==> config.mk <==
export PLATFORM = sky130hd
export DESIGN_NAME = serial_gamepad_poller
export DESIGN_NICKNAME = d
export VERILOG_FILES = /design/src/hdl/sgp_pkg.sv /design/src/hdl/serial_gamepad_poller.sv
export SDC_FILE = /design/constraint.sdc
export NUM_CORES = 1
export LEC_CHECK = 0
export CAP_MARGIN = 10
export CORE_ASPECT_RATIO = 0.9
export CORE_MARGIN = 1
export CORE_UTILIZATION = 30
export CTS_CLUSTER_SIZE = 12
export DETAILED_ROUTE_END_ITERATION = 10
export DONT_BUFFER_PORTS = 1
export PLACE_DENSITY_LB_ADDON = 0.25
export SYNTH_ARGS = -nofsm -noshare
export SYNTH_HDL_FRONTEND = slang
export SYNTH_SLANG_ARGS = --single-unit
==> constraint.sdc <==
create_clock -name clk -period 3.6 [get_ports clk]
set_input_delay 0.72 -clock clk [delete_from_list [all_inputs] [get_ports clk]]
set_output_delay 0.72 -clock clk [all_outputs]
set_load 0.05 [all_outputs]
==> src/hdl/sgp_pkg.sv <==
package sgp_pkg;

    // Number of bits clocked out of the pad per poll
    localparam int unsigned BITS_READ = 15;

    // Stream widths
    localparam int unsigned IN_DATA_W  = 8;
    localparam int unsigned OUT_DATA_W = 32;
    localparam int unsigned OUT_USER_W = 1;

    // Configuration port
    localparam int unsigned CFG_IDX_W  = 3;
    localparam int unsigned CFG_DATA_W = 16;

    localparam logic [CFG_IDX_W-1:0] REG_LATCH_TICKS  = 3'd0;
    localparam logic [CFG_IDX_W-1:0] REG_SETTLE_TICKS = 3'd1;
    localparam logic [CFG_IDX_W-1:0] REG_CLK_HI_TICKS = 3'd2;
    localparam logic [CFG_IDX_W-1:0] REG_GAP_TICKS    = 3'd3;
    localparam logic [CFG_IDX_W-1:0] REG_UP_VALUE     = 3'd4;
    localparam logic [CFG_IDX_W-1:0] REG_DOWN_VALUE   = 3'd5;
    localparam logic [CFG_IDX_W-1:0] REG_LEFT_VALUE   = 3'd6;
    localparam logic [CFG_IDX_W-1:0] REG_RIGHT_VALUE  = 3'd7;

    // Reset values of the registers
    localparam logic [7:0]        RST_LATCH_TICKS  = 8'd12;
    localparam logic [7:0]        RST_SETTLE_TICKS = 8'd6;
    localparam logic [7:0]        RST_CLK_HI_TICKS = 8'd12;
    localparam logic [15:0]       RST_GAP_TICKS    = 16'd16466;
    localparam logic signed [7:0] RST_UP_VALUE     = -8'sd127;
    localparam logic signed [7:0] RST_DOWN_VALUE   = 8'sd127;
    localparam logic signed [7:0] RST_LEFT_VALUE   = -8'sd127;
    localparam logic signed [7:0] RST_RIGHT_VALUE  = 8'sd127;

    // Bit positions in the read order
    localparam logic [3:0] BIT_UP    = 4'd4;
    localparam logic [3:0] BIT_DOWN  = 4'd5;
    localparam logic [3:0] BIT_LEFT  = 4'd6;
    localparam logic [3:0] BIT_RIGHT = 4'd7;

    // Bit positions in the output word and user field
    localparam int unsigned OUT_LATCH_POS = 0;
    localparam int unsigned OUT_CLOCK_POS = 1;
    localparam int unsigned OUT_USER_RV   = 0;

    typedef enum logic [2:0] {
        PH_LATCH  = 3'd0,
        PH_SETTLE = 3'd1,
        PH_HIGH   = 3'd2,
        PH_LOW    = 3'd3,
        PH_GAP    = 3'd4
    } phase_t;

endpackage

==> src/hdl/serial_gamepad_poller.sv <==
// Serial gamepad poller.
// Input stream: one word per microsecond tick, s_tdata[0] is the sampled pad
// data line (low = pressed). Output stream: one word per accepted tick with
// the latch and clock drive levels for that tick and the last published
// report (buttons, x axis, y axis); m_tuser[0] flags the tick on which a
// fresh report is published.
// Each poll: latch high for latch_ticks, settle for settle_ticks (bit 0 read
// on the last settle tick), then per further bit a clock-high pulse of
// clock_high_ticks sampled on its last tick and one clock-low tick, then a
// frame gap of frame_gap_ticks.
// The result word is in the output register in the cycle after its tick is
// accepted. Throughput: one tick per cycle while the output is not stalled,
// set by the single output register; a new tick is taken while the result
// waits if the receiver takes it in the same cycle.
// Stall: with m_tvalid high and m_tready low the output holds and s_tready
// drops, so no tick is taken and the poll sequence pauses.
// Reset: registers return to their defaults, the poll restarts in the latch
// phase and the published report reads zero. Write configuration while idle.
module serial_gamepad_poller (
    input  logic                              clk,
    input  logic                              rst_n,
    input  logic                              s_tvalid,
    output logic                              s_tready,
    input  logic [sgp_pkg::IN_DATA_W-1:0]     s_tdata,   // [0] data_line
    output logic                              m_tvalid,
    input  logic                              m_tready,
    // [0] latch_pin, [1] clock_pin, [9:2] buttons, [17:10] x_axis,
    // [25:18] y_axis, rest zero
    output logic [sgp_pkg::OUT_DATA_W-1:0]    m_tdata,
    output logic [sgp_pkg::OUT_USER_W-1:0]    m_tuser,   // [0] report_valid
    input  logic                              cfg_we,
    input  logic [sgp_pkg::CFG_IDX_W-1:0]     cfg_index,
    input  logic [sgp_pkg::CFG_DATA_W-1:0]    cfg_wdata
);
    import sgp_pkg::*;

    // Configuration registers
    logic [7:0]        latch_ticks_reg;
    logic [7:0]        settle_ticks_reg;
    logic [7:0]        clk_hi_ticks_reg;
    logic [15:0]       gap_ticks_reg;
    logic signed [7:0] up_value_reg;
    logic signed [7:0] down_value_reg;
    logic signed [7:0] left_value_reg;
    logic signed [7:0] right_value_reg;

    // Poll state
    phase_t            phase_reg, phase_next;
    logic [15:0]       tick_reg, tick_next;
    logic [3:0]        bit_reg, bit_next;
    logic [7:0]        btn_reg, btn_next;
    logic signed [7:0] x_reg, x_next;
    logic signed [7:0] y_reg, y_next;
    logic [7:0]        pub_btn_reg, pub_btn_next;
    logic signed [7:0] pub_x_reg, pub_x_next;
    logic signed [7:0] pub_y_reg, pub_y_next;

    // Output register
    logic                  out_valid_reg;
    logic [OUT_DATA_W-1:0] out_data_reg, out_data_next;
    logic [OUT_USER_W-1:0] out_user_reg, out_user_next;

    logic        accept;
    logic        pressed;
    logic [16:0] tick_inc;
    logic        run_done;
    logic [7:0]  run_len8;
    logic [15:0] run_len;
    logic        last_bit;
    logic        lpin, cpin, rv;
    logic        sample_en;
    logic [3:0]  sample_idx;

    assign s_tready = !out_valid_reg || m_tready;
    assign accept   = s_tvalid && s_tready;
    assign pressed  = !s_tdata[0];
    assign tick_inc = {1'b0, tick_reg} + 17'd1;
    assign last_bit = ({1'b0, bit_reg} + 5'd1) >= 5'(BITS_READ) || bit_reg == 4'hF;

    // Length of the run in the current phase
    always_comb
    begin
        case (phase_reg)
            PH_SETTLE: run_len8 = settle_ticks_reg;
            PH_HIGH:   run_len8 = clk_hi_ticks_reg;
            default:   run_len8 = latch_ticks_reg;
        endcase
        run_len  = (phase_reg == PH_GAP) ? gap_ticks_reg : {8'd0, run_len8};
        run_done = tick_inc >= {1'b0, run_len};
    end

    // Next phase
    always_comb
    begin
        unique case (phase_reg)
            PH_LATCH:  phase_next = run_done ? PH_SETTLE : PH_LATCH;
            PH_SETTLE: phase_next = run_done ? PH_HIGH : PH_SETTLE;
            PH_HIGH:   phase_next = run_done ? PH_LOW : PH_HIGH;
            PH_LOW:    phase_next = last_bit ? PH_GAP : PH_HIGH;
            PH_GAP:    phase_next = run_done ? PH_LATCH : PH_GAP;
            default:   phase_next = run_done ? PH_SETTLE : PH_LATCH;
        endcase
    end

    // Counters, pins and sampling control per phase
    always_comb
    begin
        tick_next  = tick_reg;
        bit_next   = bit_reg;
        lpin       = 1'b0;
        cpin       = 1'b0;
        rv         = 1'b0;
        sample_en  = 1'b0;
        sample_idx = bit_reg;
        btn_next   = btn_reg;
        x_next     = x_reg;
        y_next     = y_reg;
        pub_btn_next = pub_btn_reg;
        pub_x_next   = pub_x_reg;
        pub_y_next   = pub_y_reg;

        unique case (phase_reg)
            PH_SETTLE:
            begin
                tick_next = run_done ? 16'd0 : tick_inc[15:0];
                if (run_done)
                begin
                    sample_en  = 1'b1;
                    sample_idx = 4'd0;
                    bit_next   = 4'd1;
                end
            end
            PH_HIGH:
            begin
                cpin      = 1'b1;
                tick_next = run_done ? 16'd0 : tick_inc[15:0];
                sample_en = run_done;
            end
            PH_LOW:
            begin
                tick_next = 16'd0;
                if (last_bit)
                begin
                    pub_btn_next = btn_reg;
                    pub_x_next   = x_reg;
                    pub_y_next   = y_reg;
                    rv           = 1'b1;
                    bit_next     = 4'd0;
                end
                else
                begin
                    bit_next = bit_reg + 4'd1;
                end
            end
            PH_GAP:
            begin
                tick_next = run_done ? 16'd0 : tick_inc[15:0];
            end
            default:
            begin
                // latch phase, also taken for codes outside the enum
                lpin      = 1'b1;
                tick_next = run_done ? 16'd0 : tick_inc[15:0];
                if (run_done)
                begin
                    btn_next = 8'd0;
                    x_next   = 8'sd0;
                    y_next   = 8'sd0;
                end
            end
        endcase

        // Fold a pressed bit into the accumulators
        if (sample_en && pressed)
        begin
            case (sample_idx) inside
                [4'd0:4'd3]:  btn_next[{1'b0, sample_idx[1:0]}] = 1'b1;
                BIT_UP:       y_next = up_value_reg;
                BIT_DOWN:     y_next = down_value_reg;
                BIT_LEFT:     x_next = left_value_reg;
                BIT_RIGHT:    x_next = right_value_reg;
                [4'd8:4'd11]: btn_next[{1'b1, sample_idx[1:0]}] = 1'b1;
                default:      ;
            endcase
        end
    end

    // Result word
    always_comb
    begin
        out_data_next                = '0;
        out_data_next[OUT_LATCH_POS] = lpin;
        out_data_next[OUT_CLOCK_POS] = cpin;
        out_data_next[9:2]           = pub_btn_next;
        out_data_next[17:10]         = pub_x_next;
        out_data_next[25:18]         = pub_y_next;
        out_user_next                = '0;
        out_user_next[OUT_USER_RV]   = rv;
    end

    // Configuration writes
    always_ff @(posedge clk or negedge rst_n)
    begin
        if (!rst_n)
        begin
            latch_ticks_reg  <= RST_LATCH_TICKS;
            settle_ticks_reg <= RST_SETTLE_TICKS;
            clk_hi_ticks_reg <= RST_CLK_HI_TICKS;
            gap_ticks_reg    <= RST_GAP_TICKS;
            up_value_reg     <= RST_UP_VALUE;
            down_value_reg   <= RST_DOWN_VALUE;
            left_value_reg   <= RST_LEFT_VALUE;
            right_value_reg  <= RST_RIGHT_VALUE;
        end
        else if (cfg_we)
        begin
            unique case (cfg_index)
                REG_LATCH_TICKS:  latch_ticks_reg  <= cfg_wdata[7:0];
                REG_SETTLE_TICKS: settle_ticks_reg <= cfg_wdata[7:0];
                REG_CLK_HI_TICKS: clk_hi_ticks_reg <= cfg_wdata[7:0];
                REG_GAP_TICKS:    gap_ticks_reg    <= cfg_wdata;
                REG_UP_VALUE:     up_value_reg     <= cfg_wdata[7:0];
                REG_DOWN_VALUE:   down_value_reg   <= cfg_wdata[7:0];
                REG_LEFT_VALUE:   left_value_reg   <= cfg_wdata[7:0];
                REG_RIGHT_VALUE:  right_value_reg  <= cfg_wdata[7:0];
                default:          ;
            endcase
        end
    end

    // Poll state advances once per accepted tick
    always_ff @(posedge clk or negedge rst_n)
    begin
        if (!rst_n)
        begin
            phase_reg   <= PH_LATCH;
            tick_reg    <= '0;
            bit_reg     <= '0;
            btn_reg     <= '0;
            x_reg       <= '0;
            y_reg       <= '0;
            pub_btn_reg <= '0;
            pub_x_reg   <= '0;
            pub_y_reg   <= '0;
        end
        else if (accept)
        begin
            phase_reg   <= phase_next;
            tick_reg    <= tick_next;
            bit_reg     <= bit_next;
            btn_reg     <= btn_next;
            x_reg       <= x_next;
            y_reg       <= y_next;
            pub_btn_reg <= pub_btn_next;
            pub_x_reg   <= pub_x_next;
            pub_y_reg   <= pub_y_next;
        end
    end

    // Output register
    always_ff @(posedge clk or negedge rst_n)
    begin
        if (!rst_n)
        begin
            out_valid_reg <= 1'b0;
        end
        else if (s_tready)
        begin
            out_valid_reg <= s_tvalid;
        end
    end

    always_ff @(posedge clk)
    begin
        if (accept)
        begin
            out_data_reg <= out_data_next;
            out_user_reg <= out_user_next;
        end
    end

    assign m_tvalid = out_valid_reg;
    assign m_tdata  = out_data_reg;
    assign m_tuser  = out_user_reg;

endmodule

==> summary.txt <==
Outcome
  • Status: complete, no violations

Layout
  • Finished Core Util: 35.12%
  • Final non-filler cell total: ~990
  • Layout area overhead: 13.84%
  • Largest register FFs: 26
  • Antenna cells: 0
  • Fill cells: 2566
  • Layout cells sized above 1: 33.18%
  • Multi-input logic area: approximately 3500 sq um
  • Register area: 4449 sq um
  • Fin nets: about 680

Drt
  • DR iter-0 viols: 249
  • Average via count per standard cell: 4.983
  • Routed WL: roughly 17000 um
  • DR WL/cell: between 15 and 20 um
  • Pre-antenna DRT Iters: 5
  • DRC: 0
  • Post-route ant nets: 0
  • Vias: 4948

Setup path
  • CP Max Fanout: 6
  • Worst r2r path cells: 13
  • Crit start category: register
  • Critical path class: register to register
  • CP Capture Type: register
  • WP data arrival: 3710 ps
  • CP required: around 4000 ps

Global routing
  • Initial antenna violation count: 1
  • GRT overflow: 0
  • Total track usage: a little over an eighth
  • Vias in the first global route: 5174
  • First-pass GRT wire length: 28500 um
  • Largest net degree at the start of global routing: 117

Die
  • Full die area: ~28000 sq um
  • Die W: 175.5 um
  • Die Y: around 160 um
  • Core ar.: between 20000 and 30000 sq um
  • Starting Density: 30.85%
  • Rows: 56
  • I/O Pins: 67

STA
  • Part of the cycle the worst path needs: 94.28%
  • Final hold vios: 0
  • Final setup fails: 0
  • Final min period: around 3400 ps
  • Max_slew headroom: 34.20%
  • Slack of the critical path: around 200 ps
  • FMAX: 294.6 MHz
  • Final Slew Violations: 0
  • Smallest hold slack: 128.1 ps
  • Worst slew pin tran: 981.7 ps
  • Clock skew: 12.20 ps

Synthesis
  • Synth warnings: 0
  • Mean Syn Cell Area: 13.19 sq um
  • FFs w/ async S/R, synth: 84.21%
  • Netlist cell types: 66
  • Synth Cell Area: between 8000 and 9000 sq um
  • Cells after Synth: 616
  • Number of synthesized register bits: 171
  • Ys flop type: dfrtp_1
  • Post-synth EDFFs: 27
  • Seq/Total Area, Yosys: 54.75%

Pwr
  • Leakage: 4.064 nW
  • Max IR drop VDD: ~300 uV
  • Total power: 4.832 mW
  • Pwr dens: 522.3 nW/um^2

Clock network
  • CTS clk-pin slew, worst paths: 70 ps
  • Clock sinks: 171
  • Cts bufs inserted: 17
  • Longest Clk Path Bufs: 2
  • Htree depth: 4
  • Clock Latency Late Sink: 430 ps
  • CTS tree: built
  • CTS root buf: clkbuf_16

Place
  • I/O Buffers: 0
  • DP HPWL: 11920 um
  • Placed insts: 959
  • Place WS: around 37 ps
  • Routability cong.: just under 0.8

Min path
  • Min-delay worst type: input pin to async pin

Run
  • Max cap viols: 0
-- worst max-delay path, stage by stage, from the launching register on --
cell	delay, ps
dfrtp_1	440
ha_1	210
and3_1	150
nand3_1	160
and3b_1	270
xor2_1	240
ha_1	310
a21oi_1	190
o221ai_1	160
a31oi_1	220
and2b_2	330
o21ai_1	220
o31ai_1	120
a32o_1	270
-- cell families (layout without fill, tap and decap cells) --
logic type	count (synthesis)	in the layout	share of synthesized area, %
DFF	171	171	54.75
muxes	137	137	20.06
and+or+nand+nor	134	134	8.453
AOI/OAI and AO/OA	102	102	9.607
buffers and inverters	37	61	2.540
adders and majority gates	19	19	2.925
xor gates and xnor gates	15	15	1.617
other	1	6	0.04615
-- area by class of cell --
type,count,area share [%]
clock inverters,12,1.677
clock buffers,20,4.936
well taps,348,4.707
inverters,8,0.3246
flip-flops and latches,171,48.09
multi-input cells,413,38.07
repair buffers,21,2.191
-- path summary, 6_finish.rpt --
kind / from / endpoint / slack [ps]
max: tick_reg[0] / btn_reg[0] / 210
min: rst_n / right_value_reg[1] / 130
max reg2reg: tick_reg[0] / btn_reg[0] / 210
min reg2reg: pub_btn_reg[4] / pub_btn_reg[4] / 490
max in group asynchronous: rst_n / m_tvalid / 2920
min in group clk: s_tvalid / m_tvalid / 410
-- power by group --
| group | switching (mW) | total (mW) | internal [mW] |
|---|---|---|---|
| clock network | 0.820 | 1.90 | 1.08 |
| registers | 0.175 | 2.40 | 2.23 |
| logic | 0.257 | 0.524 | 0.267 |
| total | 1.25 | 4.83 | 3.58 |
-- synthesized netlist by cell type (8+ instances only) --
cell type	number	share of area (%)
a21oi_1	9	0.55
a32o_1	16	2.0
clkbuf_1	11	0.51
dfrtp_1	116	36
dfstp_2	28	9.1
edfxtp_1	27	10
ha_1	19	2.9
mux2_1	9	1.2
mux2_2	82	11
mux2_4	29	5.4
mux2i_1	17	2.1
nand2_1	56	2.6
nor2_1	23	1.1
nor3_1	9	0.55
o21ai_0	25	1.5
o21ai_1	9	0.55
o2bb2ai_1	8	0.86
xnor2_1	9	0.97
-- stage by stage --
| stage | instance area, sq um | setup TNS [ps] |
|---|---|---|
| after floorplan | 8145 | 0 |
| after global placement | 8577 | 0 |
| after detailed placement | 8577 | 0 |
| after CTS | 9216 | 0 |
| after global routing | 9251 | -0.8136 |
| final | 9251 | 0 |
-- routing by layer --
layer	vias to the layer above	track usage [%]	part of all wire [%]	routed length, um
li1	2299	-	-	-
met1	2537	17.30	47	8221
met2	89	21.98	48	8288
met3	23	3.242	3.4	591
met4	0	4.845	1.6	286
met5	-	0	0	0
-- cell usage in the layout, fill, tap and decap left out, types with 5 or more instances in the layout --
| master | netlist | layout |
|---|---|---|
| dfrtp_1 | 116 | 116 |
| mux2_2 | 82 | 82 |
| nand2_1 | 56 | 54 |
| mux2_4 | 29 | 29 |
| dfstp_2 | 28 | 28 |
| edfxtp_1 | 27 | 27 |
| o21ai_0 | 25 | 25 |
| nor2_1 | 23 | 22 |
| ha_1 | 19 | 19 |
| buf_4 | 6 | 18 |
| mux2i_1 | 17 | 17 |
| clkbuf_16 | 0 | 17 |
| a32o_1 | 16 | 16 |
| xnor2_1 | 9 | 9 |
| a21oi_1 | 9 | 9 |
| o21ai_1 | 9 | 9 |
| mux2_1 | 9 | 9 |
| nor3_1 | 9 | 9 |
| o2bb2ai_1 | 8 | 8 |
| inv_1 | 6 | 6 |
| and3_1 | 6 | 6 |
| xor2_1 | 6 | 6 |
| nand2b_1 | 6 | 6 |
| a221oi_1 | 6 | 6 |
| conb_1 | 1 | 6 |
| nand3_1 | 5 | 5 |
-- repair_timing --
| item | in CTS | in global routing |
|---|---|---|
| endpoints found under the setup margin | 0 | 44 |
| hold buffers | 1 | 0 |
| hold endpoints to repair | 116 | 0 |
| gates resized for setup | 0 | 6 |
| buffers inserted | 0 | 1 |
Note: power is estimated with default switching activity, not from simulation.
